## src/hw/rtl/ppu_ram.sv

```systemverilog
// Generic single-port-write, single-read RAM with registered read data.
// No dependencies.
`timescale 1ns / 1ps
`default_nettype none
module ppu_ram #(
  parameter int Width = 8,
  parameter int Depth = 256
) (
  input  wire logic                     clk,
  input  wire logic                     we,
  input  wire logic [$clog2(Depth)-1:0] waddr,
  input  wire logic [Width-1:0]         wdata,
  input  wire logic [$clog2(Depth)-1:0] raddr,
  output logic      [Width-1:0]         rdata
);
  logic [Width-1:0] mem [Depth];
  always_ff @(posedge clk) begin
    if (we) mem[waddr] <= wdata;
    rdata <= mem[raddr];
  end
endmodule
`default_nettype wire
```

## config.mk

```make
export PLATFORM = sky130hd
export DESIGN_NAME = ppu_ram
export DESIGN_NICKNAME = d
export VERILOG_FILES = /design/src/hw/rtl/ppu_ram.sv
export SDC_FILE = /design/constraint.sdc
export NUM_CORES = 2
export LEC_CHECK = 0
export ABC_AREA = 1
export CAP_MARGIN = 20
export CELL_PAD_IN_SITES_DETAIL_PLACEMENT = 1
export CELL_PAD_IN_SITES_GLOBAL_PLACEMENT = 2
export CORE_ASPECT_RATIO = 0.9
export CORE_MARGIN = 5
export CORE_UTILIZATION = 40
export CTS_BUF_LIST = sky130_fd_sc_hd__clkbuf_8
export DETAILED_ROUTE_END_ITERATION = 12
export DONT_BUFFER_PORTS = 1
export PLACE_DENSITY_LB_ADDON = 0.05
export SLEW_MARGIN = 20
export SYNTH_ARGS = -nofsm -noshare
export SYNTH_HDL_FRONTEND = slang
export SYNTH_SLANG_ARGS = --single-unit
export TNS_END_PERCENT = 30
```

## constraint.sdc

```tcl
create_clock -name clk -period 5.28 [get_ports clk]
set_input_delay 1.056 -clock clk [delete_from_list [all_inputs] [get_ports clk]]
set_output_delay 1.056 -clock clk [all_outputs]
set_load 0.1 [all_outputs]
```

# After elaboration in Yosys (flattened, before gate mapping)
# Memories as Yosys holds them, arrays and structs flattened. A register that Yosys moved wholly into a read port is not among the register bits.
# Cells that the tools add are included.
# W data, S select, Z words.
dict set report word_totals {
  register_bits 0
  ramBits 2048
  inputBits 26
  out_inout_bits 8
  wordCells 3
  memories 1
}
dict set report op_classes {
  mux 2
}
# memory depth width rd rd_ports_with_merged_regs write_ports line_no
set mem_list {}
lappend mem_list {mem 256 8 1 1 1 16} ;# logic [Width-1:0] mem [Depth];
# cell n
set ops {}
lappend ops {{$mux W1} 2}

# Depth between registers and ports, before layout
dict set report depth {
  depth_word 2
  ltp_mapped 15
  ltp_nobuf 11
}

# Worst setup path before layout
# No wires, ideal clock.
dict set report synth_path {
  path_kind {input-to-reg}
  start {input port we}
  end {memory mem[162][0], enable pin}
  setup_ns 0.370
  arrival_time_ns 2.177
  required_ns 4.910
  setup_slack_ns 2.733
  path_stages 4
  n_path_buf 2
  path_cell_list {clkbuf_1 -> nand3_1 -> clkbuf_1 -> nor2_1}
}
dict set report synth_between {
  elab_chain_len 2
}
# element line_no
set synth_rtl {}
lappend synth_rtl {{start, declared} 10} ;# input wire logic we,
lappend synth_rtl {{$mux W1} 18} ;# if (we) mem[waddr] <= wdata;
lappend synth_rtl {{$mux W1 (not written as such)} 18}
lappend synth_rtl {{end, declared} 16}
# Every way passes these cells.

==> impl_metrics.tcl <==
set metrics [dict create \
    status "finished with violations" \
    violations "slew limit" \
    syn_to_final_growth_pct 9.931 \
    ctsResizeCount 0 \
    netlist_area_um2 83400 \
    insertion_delay_ns 1.05 \
    skew_ns 0.03698 \
    ant_nets 0 \
    layout_common_cells "nand2_1, edfxtp_1, nand3_1" \
    dp_hpwl_mm 137.3 \
    placedInstanceArea_um2 85380 \
    holdCritPathClass "in2reg" \
    synth_top_area_share_pct 73.74 \
    io_pins 34 \
    layout_commonest_cell "nand2_1" \
    power_density_nw_per_um2 358.1 \
    hold_viol 0 \
    ys_seq_elements 2056 \
    max-slew-margin-rel_pct -55.56 \
    core_area_um2 208100 \
    period_share_pct 82.33 \
    setup_tns_ns 0 \
    gp_congestion 0.7579 \
    port_buffers 0 \
    max_freq_mhz 230.0 \
    crit_fanout 1025 \
    maxCapViolations 0 \
    start_util_pct 40.08 \
    rsz0062_at_grt "no" \
    drive_gt1_share_pct 7.393 \
    drtIter0Drc 4655 \
    wl_mm 269.6 \
    tightest_slew_ns 2.333 \
    start_kind "input port" \
    viasPerCell 5.475 \
    grt_usage_pct 24.26 \
    vias 54643 \
    p_leak_nw 31.80 \
    crit_type "in2reg" \
    grt_max_degree 1026 \
    h-tree-depth 5 \
    grt_antenna_before_repair 13 \
    nNetsFinal 7005 \
    fill_cells 21808 \
    postSynthAreaPerCell_um2 11.91 \
    ys_warn_count 0 \
    drc_errors 0 \
    num_rows 159 \
    cts_tree "done" \
    crit_arrival_ns 5.33 \
    clockRootBuffer "clkbuf_8" \
    cts_made_buffers 365 \
    critPathSlowestCell "inv_16" \
    cts_max_path_buffers 4 \
    finalMaxSlewViolations 526 \
    netlist_instances 7003 \
    firstDrtPassIters 5 \
    synth_cell_types 14 \
    final_area_um2 91680 \
    die_x_um 491.3 \
    wire_per_inst_um 27.01 \
    cts_hold_buf 1 \
    grt_pass1_wl_mm 390.6 \
    synth-seq-area-share_pct 73.94 \
    max_stage_delay_ns 0.98 \
    fin_crit_ns 4.347 \
    cpMostUsedCell "nand3_1" \
    crit_chain "inv_16 -> buf_12 -> nand2_1 -> nand3_1 -> nand3_1 -> nand3_1 -> nand3_1 -> nand3_1 -> nand3_1 -> nand2_1 -> nand2_1 -> nand2_1" \
    setup_viol 0 \
    ir_drop_mv 0.2629 \
    clk_transition_reported_paths_ns 0.06 \
    endpoint_kind "register" \
    required_ns 6.26 \
    grt_pass1_vias 55237 \
    grt_overflow 0 \
    yosysTopAreaCell "edfxtp_1" \
    clock_sinks 2056 \
    syn_nets 7029 \
    post_cts_buffers 0 \
    die-height_um 443.2 \
    synth.top_cells.by_area "edfxtp_1, nand3_1, nand2_1" \
    die-area_um2 217700 \
]
-- path summary, 6_finish.rpt --
path | endpoint | cells past startpoint | start | slack (ns)
worst min register to register | rdata[2] | 10 | mem[68][2] | 1.05
worst max-delay path | rdata[6] | 12 | raddr[0] | 0.93
worst min-delay path | mem[102][7] | 0 | wdata[7] | 0.09
worst max register to register | rdata[6] | 10 | mem[251][6] | 3.12
-- metrics by stage --
step / total power [mW] / hold slack, ns / instances / utilization (%) / worst slack [ns]
after floorplan: 19.52 / 0.8355 / 7003 / - / 2.733
after global placement: 19.90 / 1.010 / 9346 / 41.02 / 0.9421
after detailed placement: 19.90 / 1.042 / 9346 / 41.03 / 1.068
after CTS: 33.17 / 0.009664 / 9972 / 44.03 / 2.155
after global routing: 34.03 / -0.003214 / 9979 / 44.05 / 1.983
final: 32.83 / 0.09288 / 9981 / 44.06 / 0.9328
-- synthesized netlist by cell type --
cell      instances
buf_1            40
buf_2           268
buf_4            46
buf_6            16
buf_8             1
clkbuf_1        112
dfxtp_1           8
edfxtp_1       2048
inv_1            36
inv_2             2
inv_4             1
nand2_1        2123
nand3_1        2019
nor2_1          283
-- kinds of logic after synthesis --
group / synth area share [%]
buffers and inverters: 3.119
flip-flops: 73.94
AND/OR/NAND/NOR: 22.95
-- sequential cells by signal, indices dropped and copies added (netlist names) --
signal,count
rdata,8
mem,2048
-- critical path, delay by kind of cell --
kind | cells | cell delay, ns
buf+inv | 2 | 1.40
simple gates | 10 | 1.72
-- area by class of cell --
class | instances | area [um2] | share of cell area, %
Multi-Input combinational cell | 4425 | 19210 | 20.95
Tap cell | 2737 | 3425 | 3.735
Antenna cell | 7 | 17.52 | 0.01911
Clock buffer | 378 | 5202 | 5.675
Timing Repair Buffer | 92 | 943.4 | 1.029
Sequential cell | 2056 | 61660 | 67.26
Inverter | 39 | 182.7 | 0.1993
Clock inverter | 247 | 1040 | 1.134
-- report_power, final --
group	leakage [nW]	switching, mW	total, mW	internal (mW)
clock network	3.67	6.58	13.2	6.67
logic	9.66	1.11	1.56	0.453
registers	18.5	0.0238	18.0	18.0
total	31.8	7.71	32.8	25.1
-- metal layers --
| metal | wire length, um | share of wire, % | GRT usage [%] |
|---|---|---|---|
| met4 | 7502 | 2.8 | 7.428 |
| met2 | 121600 | 45 | 37.12 |
| met1 | 126200 | 47 | 35.52 |
| met3 | 14360 | 5.3 | 4.188 |
| met5 | 0 | 0 | 0 |
No activity file was read; power rests on OpenSTA's default activity.
